### config.mk
export PLATFORM = sky130hd
export DESIGN_NAME = bubble_sort_engine_unit_flat
export DESIGN_NICKNAME = d
export VERILOG_FILES = /design/src/rtl/bse_pkg.sv /design/src/rtl/bse_stream_if.sv /design/src/rtl/bubble_sort_engine_unit.sv /design/src/flat_wrapper.sv
export SDC_FILE = /design/constraint.sdc
export NUM_CORES = 1
export LEC_CHECK = 0
export ABC_AREA = 0
export ABC_CLOCK_PERIOD_IN_PS = 6900
export CORE_UTILIZATION = 35
export CTS_CLUSTER_DIAMETER = 60
export CTS_CLUSTER_SIZE = 30
export DETAILED_ROUTE_END_ITERATION = 10
export DONT_BUFFER_PORTS = 1
export GPL_TIMING_DRIVEN = 1
export PLACE_DENSITY = 0.6
export SYNTH_ARGS = -nofsm -noshare
export SYNTH_HDL_FRONTEND = slang
export SYNTH_SLANG_ARGS = --single-unit
### constraint.sdc
create_clock -name clock -period 6.9 [get_ports clock]
set_input_delay 0.69 -clock clock [delete_from_list [all_inputs] [get_ports clock]]
set_output_delay 0.69 -clock clock [all_outputs]
set_load 0.1 [all_outputs]
### src/rtl/bse_pkg.sv
// Shared types and constants for the bubble sort engine.
// No dependencies; compile first.
package bse_pkg;

   localparam int MAX_ELEMENTS_DEF = 16;
   localparam int VALUE_W          = 32;

   typedef struct packed {
      logic signed [VALUE_W-1:0] value;
      logic                      last;
   } req_payload_type;

   typedef struct packed {
      logic signed [VALUE_W-1:0] sorted_value;
      logic                      end_of_batch;
      logic                      overflow;
   } rsp_payload_type;

endpackage

### src/rtl/bse_stream_if.sv
// Valid/ready stream channel carrying one payload beat per handshake.
// Depends on bse_pkg for the payload types handed in as a type parameter.
interface bse_stream_if #(
   parameter type payload_type = bse_pkg::req_payload_type
);
   logic        valid;
   logic        ready;
   payload_type payload;

   modport source (output valid, output payload, input ready);
   modport sink   (input valid, input payload, output ready);
endinterface

### src/rtl/bubble_sort_engine_unit.sv
// Batch sorter: signed 32-bit values in, ascending sorted values out.
// Depends on bse_pkg (types, defaults) and bse_stream_if (channels).
//
// The block stores up to MAX_ELEMENTS values per batch in one memory with a
// registered read port; the beat marked last closes the batch, the stored values
// are bubble sorted in place and then streamed out, the final beat flagged
// end_of_batch. Values that arrive when the store is full are dropped and every
// output beat of that batch then carries overflow. Loading accepts one input
// beat per cycle; a sort pass reads its live entries one a cycle through the
// single read port, writes the smaller of each registered read and the carried
// maximum back one entry lower, and writes the final maximum back in ST_PASS_END;
// passes shrink by one entry and stop after the first pass without a swap or after
// a pass over two entries. Emitting issues a new read only once the previous one
// has landed and the one-entry output register is free or being handed over.
// Input is taken only while loading, but loading of the next batch starts as soon
// as the last read of the previous batch has been issued, while its last results
// still wait in the output register. No clearing pass after reset.
module bubble_sort_engine_unit #(
   parameter int MAX_ELEMENTS = bse_pkg::MAX_ELEMENTS_DEF
) (
   input  logic        clock,
   input  logic        reset,
   bse_stream_if.sink   req_chan,
   bse_stream_if.source rsp_chan
);

   localparam int IDX_W = $clog2(MAX_ELEMENTS);
   localparam int CNT_W = $clog2(MAX_ELEMENTS + 1);
   localparam logic [CNT_W-1:0] MAX_CNT  = CNT_W'(MAX_ELEMENTS);
   localparam logic [CNT_W-1:0] CNT_ONE  = CNT_W'(1);
   localparam logic [CNT_W-1:0] CNT_TWO  = CNT_W'(2);
   localparam logic [CNT_W-1:0] CNT_ZERO = '0;

   typedef enum logic [3:0] {
      ST_LOAD     = 4'b0001,
      ST_SORT     = 4'b0010,
      ST_PASS_END = 4'b0100,
      ST_EMIT     = 4'b1000
   } state_type;

   // Control state
   state_type           state_ff,    state_in;
   logic [CNT_W-1:0]    count_ff,    count_in;     // stored elements this batch
   logic                dropped_ff,  dropped_in;   // batch overflowed
   logic [CNT_W-1:0]    limit_ff,    limit_in;     // live entries of this pass
   logic [CNT_W-1:0]    rd_idx_ff,   rd_idx_in;    // next entry to read in a pass
   logic                rvld_ff,     rvld_in;      // read data of a pass is valid
   logic [CNT_W-1:0]    ridx_ff,     ridx_in;      // entry that read data belongs to
   logic                swapped_ff,  swapped_in;
   logic [CNT_W-1:0]    emit_idx_ff, emit_idx_in;
   logic                infl_ff,     infl_in;      // emit read in flight
   logic                rsp_valid_ff, rsp_valid_in;

   // Payload state
   logic signed [bse_pkg::VALUE_W-1:0] carry_ff, carry_in;   // running maximum
   logic                               infl_last_ff, infl_last_in;
   logic                               infl_ovf_ff,  infl_ovf_in;
   bse_pkg::rsp_payload_type           rsp_pay_ff,   rsp_pay_in;

   // Element store
   logic signed [bse_pkg::VALUE_W-1:0] mem [MAX_ELEMENTS];
   logic signed [bse_pkg::VALUE_W-1:0] rdata_ff;
   logic                               wr_en;
   logic [IDX_W-1:0]                   wr_addr;
   logic signed [bse_pkg::VALUE_W-1:0] wr_data;
   logic                               rd_en;
   logic [IDX_W-1:0]                   rd_addr;

   logic             req_fire;
   logic             rsp_fire;
   logic             has_room;
   logic [CNT_W-1:0] count_next_load;
   logic [CNT_W-1:0] ridx_prev;
   logic [CNT_W-1:0] limit_m1;
   logic [CNT_W-1:0] count_m1;
   logic             do_swap;
   logic             issue;
   logic             emit_issue;

   assign req_chan.ready   = (state_ff == ST_LOAD);
   assign req_fire         = req_chan.valid && req_chan.ready;
   assign rsp_chan.valid   = rsp_valid_ff;
   assign rsp_chan.payload = rsp_pay_ff;
   assign rsp_fire         = rsp_valid_ff && rsp_chan.ready;

   assign has_room        = (count_ff < MAX_CNT);
   assign count_next_load = has_room ? (count_ff + CNT_ONE) : count_ff;
   assign ridx_prev       = ridx_ff - CNT_ONE;
   assign limit_m1        = limit_ff - CNT_ONE;
   assign count_m1        = count_ff - CNT_ONE;
   // Strictly greater: equal values stay put, which keeps the sort stable.
   assign do_swap         = (carry_ff > rdata_ff);
   assign issue           = (state_ff == ST_SORT) && (rd_idx_ff < limit_ff);
   // Issue an emit read only if the output register is free by the time data lands.
   assign emit_issue      = (state_ff == ST_EMIT) && !infl_ff && (!rsp_valid_ff || rsp_fire);

   always_comb begin
      state_in     = state_ff;
      count_in     = count_ff;
      dropped_in   = dropped_ff;
      limit_in     = limit_ff;
      rd_idx_in    = rd_idx_ff;
      rvld_in      = issue;
      ridx_in      = rd_idx_ff;
      swapped_in   = swapped_ff;
      emit_idx_in  = emit_idx_ff;
      infl_in      = emit_issue;
      infl_last_in = infl_last_ff;
      infl_ovf_in  = infl_ovf_ff;
      carry_in     = carry_ff;
      wr_en        = 1'b0;
      wr_addr      = count_ff[IDX_W-1:0];
      wr_data      = req_chan.payload.value;
      rd_en        = 1'b0;
      rd_addr      = rd_idx_ff[IDX_W-1:0];

      unique case (state_ff)
         ST_LOAD: begin
            if (req_fire) begin
               // Store while there is room, otherwise drop and flag the batch.
               if (has_room) begin
                  wr_en    = 1'b1;
                  count_in = count_next_load;
               end else begin
                  dropped_in = 1'b1;
               end
               if (req_chan.payload.last) begin
                  limit_in    = count_next_load;
                  rd_idx_in   = CNT_ZERO;
                  swapped_in  = 1'b0;
                  emit_idx_in = CNT_ZERO;
                  state_in    = (count_next_load < CNT_TWO) ? ST_EMIT : ST_SORT;
               end
            end
         end

         ST_SORT: begin
            if (issue) begin
               rd_en     = 1'b1;
               rd_idx_in = rd_idx_ff + CNT_ONE;
            end
            if (rvld_ff) begin
               if (ridx_ff == CNT_ZERO) begin
                  carry_in = rdata_ff;
               end else begin
                  // Write the smaller one back, carry the larger one onwards.
                  wr_en      = 1'b1;
                  wr_addr    = ridx_prev[IDX_W-1:0];
                  wr_data    = do_swap ? rdata_ff : carry_ff;
                  carry_in   = do_swap ? carry_ff : rdata_ff;
                  swapped_in = swapped_ff || do_swap;
               end
               if (ridx_ff == limit_m1) begin
                  state_in = ST_PASS_END;
               end
            end
         end

         ST_PASS_END: begin
            // Park the pass maximum at the top of the live range.
            wr_en   = 1'b1;
            wr_addr = limit_m1[IDX_W-1:0];
            wr_data = carry_ff;
            if (swapped_ff && (limit_ff > CNT_TWO)) begin
               limit_in   = limit_m1;
               rd_idx_in  = CNT_ZERO;
               swapped_in = 1'b0;
               state_in   = ST_SORT;
            end else begin
               emit_idx_in = CNT_ZERO;
               state_in    = ST_EMIT;
            end
         end

         ST_EMIT: begin
            rd_addr = emit_idx_ff[IDX_W-1:0];
            if (emit_issue) begin
               rd_en        = 1'b1;
               emit_idx_in  = emit_idx_ff + CNT_ONE;
               infl_last_in = (emit_idx_ff == count_m1);
               infl_ovf_in  = dropped_ff;
               if (emit_idx_ff == count_m1) begin
                  // Last read issued: open the next batch straight away.
                  count_in   = CNT_ZERO;
                  dropped_in = 1'b0;
                  state_in   = ST_LOAD;
               end
            end
         end

         default: begin
            state_in = ST_LOAD;
         end
      endcase
   end

   // Output register: load from read data when an emit read lands, drop on handshake.
   always_comb begin
      rsp_pay_in   = rsp_pay_ff;
      rsp_valid_in = rsp_valid_ff && !rsp_fire;
      if (infl_ff) begin
         rsp_pay_in.sorted_value = rdata_ff;
         rsp_pay_in.end_of_batch = infl_last_ff;
         rsp_pay_in.overflow     = infl_ovf_ff;
         rsp_valid_in            = 1'b1;
      end
   end

   always_ff @(posedge clock) begin
      if (reset) begin
         state_ff     <= ST_LOAD;
         count_ff     <= '0;
         dropped_ff   <= 1'b0;
         limit_ff     <= '0;
         rd_idx_ff    <= '0;
         rvld_ff      <= 1'b0;
         ridx_ff      <= '0;
         swapped_ff   <= 1'b0;
         emit_idx_ff  <= '0;
         infl_ff      <= 1'b0;
         rsp_valid_ff <= 1'b0;
      end else begin
         state_ff     <= state_in;
         count_ff     <= count_in;
         dropped_ff   <= dropped_in;
         limit_ff     <= limit_in;
         rd_idx_ff    <= rd_idx_in;
         rvld_ff      <= rvld_in;
         ridx_ff      <= ridx_in;
         swapped_ff   <= swapped_in;
         emit_idx_ff  <= emit_idx_in;
         infl_ff      <= infl_in;
         rsp_valid_ff <= rsp_valid_in;
      end
   end

   always_ff @(posedge clock) begin
      carry_ff     <= carry_in;
      infl_last_ff <= infl_last_in;
      infl_ovf_ff  <= infl_ovf_in;
      rsp_pay_ff   <= rsp_pay_in;
   end

   // Element store: one write port, one read port with registered data.
   always_ff @(posedge clock) begin
      if (wr_en) begin
         mem[wr_addr] <= wr_data;
      end
      if (rd_en) begin
         rdata_ff <= mem[rd_addr];
      end
   end

   // An emit read must always land in an empty output register.
   a_emit_slot_free: assert property (@(posedge clock) disable iff (reset)
      infl_ff |-> !rsp_valid_ff)
      else $error("emit read landed on an occupied output register");

   a_count_bound: assert property (@(posedge clock) disable iff (reset)
      count_ff <= MAX_CNT)
      else $error("element count beyond capacity");

   a_pass_read_in_range: assert property (@(posedge clock) disable iff (reset)
      (state_ff == ST_SORT) && rvld_ff |-> ridx_ff < limit_ff)
      else $error("sort pass read outside live range");

   a_last_closes_batch: assert property (@(posedge clock) disable iff (reset)
      req_fire && req_chan.payload.last |=> state_ff != ST_LOAD)
      else $error("last beat did not close the batch");

endmodule
### src/flat_wrapper.sv
// flat-port wrapper written by rule: the top's interface ports become plain ports
module bubble_sort_engine_unit_flat 
#(
   parameter int MAX_ELEMENTS = bse_pkg::MAX_ELEMENTS_DEF
)
  (clock, reset, req_chan_valid, req_chan_payload, req_chan_ready, rsp_chan_valid, rsp_chan_payload, rsp_chan_ready);
  bse_stream_if req_chan_i ();
  bse_stream_if rsp_chan_i ();
  input  logic clock;
  input  logic reset;
  input wire logic [$bits(req_chan_i.valid)-1:0] req_chan_valid;
  input wire logic [$bits(req_chan_i.payload)-1:0] req_chan_payload;
  output wire logic [$bits(req_chan_i.ready)-1:0] req_chan_ready;
  output wire logic [$bits(rsp_chan_i.valid)-1:0] rsp_chan_valid;
  output wire logic [$bits(rsp_chan_i.payload)-1:0] rsp_chan_payload;
  input wire logic [$bits(rsp_chan_i.ready)-1:0] rsp_chan_ready;
  assign req_chan_i.valid = req_chan_valid;
  assign req_chan_i.payload = req_chan_payload;
  assign req_chan_ready = req_chan_i.ready;
  assign rsp_chan_valid = rsp_chan_i.valid;
  assign rsp_chan_payload = rsp_chan_i.payload;
  assign rsp_chan_i.ready = rsp_chan_ready;
  bubble_sort_engine_unit #(.MAX_ELEMENTS(MAX_ELEMENTS)) u_core (.clock(clock), .reset(reset), .req_chan(req_chan_i), .rsp_chan(rsp_chan_i));
endmodule
# [Yosys cells after proc, flatten, opt, wreduce, memory -nomap -nowiden]
# Memory sizes are Yosys's and may differ from the RTL's. A register that Yosys moved wholly into a read port is not among the register bits.
# Index checks and enable logic that the tools add are counted.
# W data, S select, Z words.
[word_totals] mem_bits_rw=512 out_inout_bits=35 mem_count=1 regBits=101 input_bits=37 word_cells=133
[op_classes] n_mux=59 n_eq_ne=19 magnitude_cmp=5 addsub=6 n_reduce_logical=26
[memory_table] memory="u_core.mem" depth=16 width=32 rd=1 rd_clocked_by_memory_dff=1 write_ports=1 line_no="bubble_sort_engine_unit.sv:61" source="logic signed [bse_pkg::VALUE_W-1:0] mem [MAX_ELEMENTS];"
[op_table] operator="$mux W32" n=5
[op_table] operator="$mux W5" n=14
[op_table] operator="$pmux W32 S2" n=1
[op_table] operator="$mux W4" n=11
[op_table] operator="$gt A32 B32 Y1" n=1
[op_table] operator="$pmux W5 S3" n=2
[op_table] operator="$pmux W5 S2" n=2
[op_table] operator="$reduce_and A5 Y1" n=4
[op_table] operator="$mux W1" n=18
[op_table] operator="$ne A2 B2 Y1 const B" n=9
[op_table] operator="$pmux W4 S4" n=1
[op_table] operator="$add A5 B1 Y5 const B" n=3
[op_table] operator="$reduce_and A6 Y1" n=2
[op_table] operator="$eq A5 B5 Y1" n=2
[op_table] operator="$sub A5 B1 Y5 const B" n=2
[op_table] operator="$ne A2 B1 Y1 const B" n=4
[op_table] operator="$pmux W4 S2" n=1
[op_table] operator="$logic_and A1 B1 Y1" n=7
[op_table] operator="$pmux W1 S3" n=2
[op_table] operator="$reduce_bool A3 Y1" n=2
[op_table] operator="$gt A5 B2 Y1 const B" n=1
[op_table] operator="$logic_not A5 Y1" n=1
[op_table] operator="$lt A5 B2 Y1 const B" n=1
[op_table] operator="$lt A5 B5 Y1" n=1
[op_table] operator="13 further kinds" n=18

# [Depth between registers and ports, before layout]
[logic_depth] depth_word=7 ltp_mapped=10 depth_no_buf=9

# [Least setup slack after synthesis]
# Ideal clock, no wire load.
[synth_path] kind="flip-flop to flip-flop" startpoint="register u_core.rdata_ff[21] (netlist name) (read register of u_core.mem)" endpoint="register u_core.carry_ff[0] (netlist name) (enable)" period_less_slack_ns=3.977 path_slack_ns=2.923 path_stages_with_launch=11 arrival_time_ns=3.545 setup_ns=0.432 required_time_ns=6.468 n_path_buf=1 cell_sequence="edfxtp_1 > inv_1 > ha_1 > a211oi_1 > nor2_1 > nor4b_1 > nor3_1 > mux2_2 > o31ai_2 > buf_2 > a21oi_1"
[synth_via] elab_chain_cells=3
[synth_lines] element="start, declared" line_no="bubble_sort_engine_unit.sv:62" source="logic signed [bse_pkg::VALUE_W-1:0] rdata_ff;"
[synth_lines] element="$gt A32 B32 Y1" line_no="bubble_sort_engine_unit.sv:92" source="assign do_swap = (carry_ff > rdata_ff);"
[synth_lines] element="$ne A2 B2 Y1 (no source line)"
[synth_lines] element="$reduce_and A3 Y1 (no source line)"
[synth_lines] element="end signal, assigned" line_no="bubble_sort_engine_unit.sv:238" source="carry_ff <= carry_in;"
[synth_lines] element="end, declared" line_no="bubble_sort_engine_unit.sv:55" source="logic signed [bse_pkg::VALUE_W-1:0] carry_ff, carry_in;"
# No other way between the ends.
# A chain may end at the register's enable or synchronous reset.

# [Final worst setup path]
[layout_path] startpoint="register u_core.state_ff[0]" endpoint="memory u_core.mem[8][6] (netlist name) (enable)"
[layout_via] elab_chain_cells=6 elab_cells_between_ends=9 classes_between="eq/ne: 3; mux: 5; reduce/logical: 1"
[layout_lines] element="start, declared" line_no="bubble_sort_engine_unit.sv:42" source="state_type state_ff, state_in;"
[layout_lines] element="start signal, assigned" line_no="bubble_sort_engine_unit.sv:223" source="state_ff <= state_in;"
[layout_lines] element="$eq A4 B1 Y1" line_no="bubble_sort_engine_unit.sv:80, bubble_sort_engine_unit.sv:117"
[layout_lines] element="$logic_and A1 B1 Y1" line_no="bubble_sort_engine_unit.sv:81" source="assign req_fire = req_chan.valid && req_chan.ready;"
[layout_lines] element="$mux W1" line_no="bubble_sort_engine_unit.sv:119" source="if (req_fire) begin"
[layout_lines] element="$pmux W1 S3" line_no="bubble_sort_engine_unit.sv:117" source="unique case (state_ff)"
[layout_lines] element="$mux W1" line_no="bubble_sort_engine_unit.sv:246" source="if (wr_en) begin"
[layout_lines] element="$mux W1 (not written as such)" line_no="bubble_sort_engine_unit.sv:247" source="mem[wr_addr] <= wr_data;"
[layout_lines] element="end, declared" line_no="bubble_sort_engine_unit.sv:61"
# Several ways; a longest one is shown, not always the timed one.

==> qor.yml <==
status: "complete, no violations"
finClkSkew_ps: 24.7
ir_worst_vdd_v: 0.000216
drtPass1Iterations: 6
met3_length_um: 5110
synth_area_um2: 26400
syn_nets: 1868
start_util_pct: 35.4
critPathTopFamily: "simple AND/OR/NAND/NOR gates"
power_mw: 8.93
powerDensity_nw_per_um2: 305
grt_setup_unrepaired: "false"
synth.top_cell.area_share_pct: 69.4
overflow: 0
post-dp-hpwl_um: 40900
crit_buf_inv: 1
clock_sinks: 645
portBuffers: 0
clk_pin_slew_ps: 90
routedWlPerCell_um: 25.3
fin_crit_ps: 4720
hold_viol_final: 0
dieArea_um2: 76600
area_growth_pct: 10.9
drc: 0
cts_root_buf: "clkbuf_16"
crit_arrival_ps: 4990
ant_nets: 0
grt_pass1_vias: 15200
ys_seq_elements: 645
post-synth-top-count-cell: "edfxtp_1"
wl_um: 70200
highest_layer: "met4"
route.met2.wl_um: 32900
final_area_um2: 29300
syn_avg_cell_area_um2: 14.8
worst_setup_path_start_kind: "register"
cpMaxStageDelayCell: "and3_2"
drive_gt1_share_pct: 12.0
die_w_um: 277
globalplace.congestion: 0.819
dpl_cell_area_um2: 27800
postLayoutCoreUtil_pct: 39.3
ios: 72
cts_buffers: 41
antenna_found_initial: 5
finalSetupViolCount: 0
h-tree-depth: 2
cap_violations: 0
drt_iter0_drc: 1667
layout_setup_ws_ps: 2180
die-height_um: 277
end_kind: "register"
ys_warn_count: 0
core.rowCount: 100
max_slew_margin_pct: 6.17
via_per_inst: 5.58
postCtsHoldBufs: 0
critical-path-max-stage-delay_ps: 950
wl_met1_um: 30500
grt_max_degree: 133
min_period_over_period_pct: 68.4
cts_tree: "yes"
clock_latency_ps: 610
clock.fmax_ghz: 0.212
synth_common_cells: "edfxtp_1, nand2_1, nand3_1, clkbuf_1, mux4_2"
grt_pass1_wl_um: 103000
seq_area_frac_synth_pct: 72.0
cts_buffer_depth: 3
postCtsSetupBuffers: 0
dr_total_vias: 15500
hp-class: "input pin to register"
pre_cts_slack_ps: 2280
drv_slew: 0
async_flop_share_pct: 0
synth.area.top_cells: "edfxtp_1, mux4_2, nand2_1, nand3_1, dfxtp_1"
synth_area_leader_cell: "edfxtp_1"
setup_tns_ps: 0
ctsResizeCount: 0
synth_flop_cell: "edfxtp_1"
crit_type: "register to register"
ys_types: 54
core-area_um2: 74600
syn_inst: 1787
grt.total_usage_pct: 18.1
worstMarginPinSlew_ps: 1370
cp.required_ps: 7170
path_cells: "nor4b_2 > and3_2 > nor2_1 > a21oi_1 > nor2b_1 > nand2_1 > nor2_4 > buf_4"
cp_max_fo: 36
nNetsFinal: 1853
power.leakage_nw: 9.57
synth_edf_count: 611
==> area by class of cell <==
type	instances	area [um^2]
antenna	2	5.00
multi-input combinational	996	7060
clock inverter	30	482
tap	969	1210
clock buffer	42	1030
inverter	49	184
fill	6843	45300
sequential	645	19000
timing repair buffer	39	309
==> through the flow <==
stage,hold WS [ps],instances
2_1_floorplan,400,1787
3_3_place_gp,411,2695
3_5_place_dp,405,2696
4_1_cts,117,2768
5_1_grt,133,2770
6_report,145,2772
==> path summary, 6_finish.rpt <==
path              cells after the start          startpoint  slack, ps                    endpoint
setup / recovery                      8  u_core.state_ff[0]       2180            u_core.mem[8][6]
hold / removal                        1               reset        140       u_core.rsp_chan.valid
hold reg to reg                       0  u_core.infl_ovf_ff        430  u_core.rsp_chan.payload[0]
setup reg to reg                      8  u_core.state_ff[0]       2180            u_core.mem[8][6]
==> layer usage <==
layer,up-vias,track usage [%]
met5,-,0
met4,0,4.89
met3,97,2.67
met2,654,28.7
met1,7901,25.9
li1,6820,-
==> worst register-to-register path: stages, from the launching register on <==
cell	delay (ps)
dfxtp_1	420
nor4b_2	730
and3_2	950
nor2_1	280
a21oi_1	260
nor2b_1	210
nand2_1	270
nor2_4	780
buf_4	480
==> sequential cells by signal, indices dropped and copies added (netlist names) <==
name and cells:
u_core.carry_ff 32, u_core.count_ff 5, u_core.dropped_ff 1, u_core.emit_idx_ff 5
u_core.infl_ff 1, u_core.infl_last_ff 1, u_core.infl_ovf_ff 1, u_core.limit_ff 5
u_core.mem 512, u_core.rd_idx_ff 5, u_core.rdata_ff 32, u_core.ridx_ff 5
u_core.rsp_chan.payload 33, u_core.rsp_chan.valid 1, u_core.rvld_ff 1, u_core.state_ff 4
u_core.swapped_ff 1
==> power breakdown <==
group / switching (mW) / leakage, nW / internal [mW]
clock: 1.54 / 0.726 / 1.30
sequential: 0.142 / 5.79 / 4.58
combinational: 0.912 / 3.05 / 0.449
==> logic make-up (layout without fill, tap and decap cells) <==
| family | after synthesis | after routing | share of synthesized area (%) |
|---|---|---|---|
| DFF | 645 | 645 | 72.0 |
| and+or+nand+nor | 616 | 616 | 10.8 |
| AOI/OAI and AO/OA | 206 | 206 | 5.08 |
| buffers and inverters | 146 | 160 | 2.24 |
| muxes | 107 | 107 | 7.10 |
| adders and majority gates | 44 | 44 | 2.08 |
| xor gates and xnor gates | 23 | 23 | 0.762 |
| other | 0 | 2 | 0 |
==> placed cells by master (no fill, tap or decap), drive strengths merged, types with 4 or more instances in the layout <==
cell type	synthesis	routed
mux2	4	4
inv	49	68
a21oi	57	57
a22oi	34	34
edfxtp	611	611
buf	26	39
or3	5	5
a31oi	5	5
and3	35	35
mux2i	39	39
and2	5	5
o22ai	5	5
clkinv	0	8
xnor2	12	12
nor2	55	55
nand3	139	139
a221oi	34	34
o21ai	45	45
nor2b	10	10
ha	44	44
nor3	11	11
mux4	64	64
clkbuf	71	42
xor2	11	11
nor4	4	4
a21o	4	4
nand2	292	292
o31ai	6	6
dfxtp	34	34
nand4	45	45
Power figures use the tool's default switching activity.
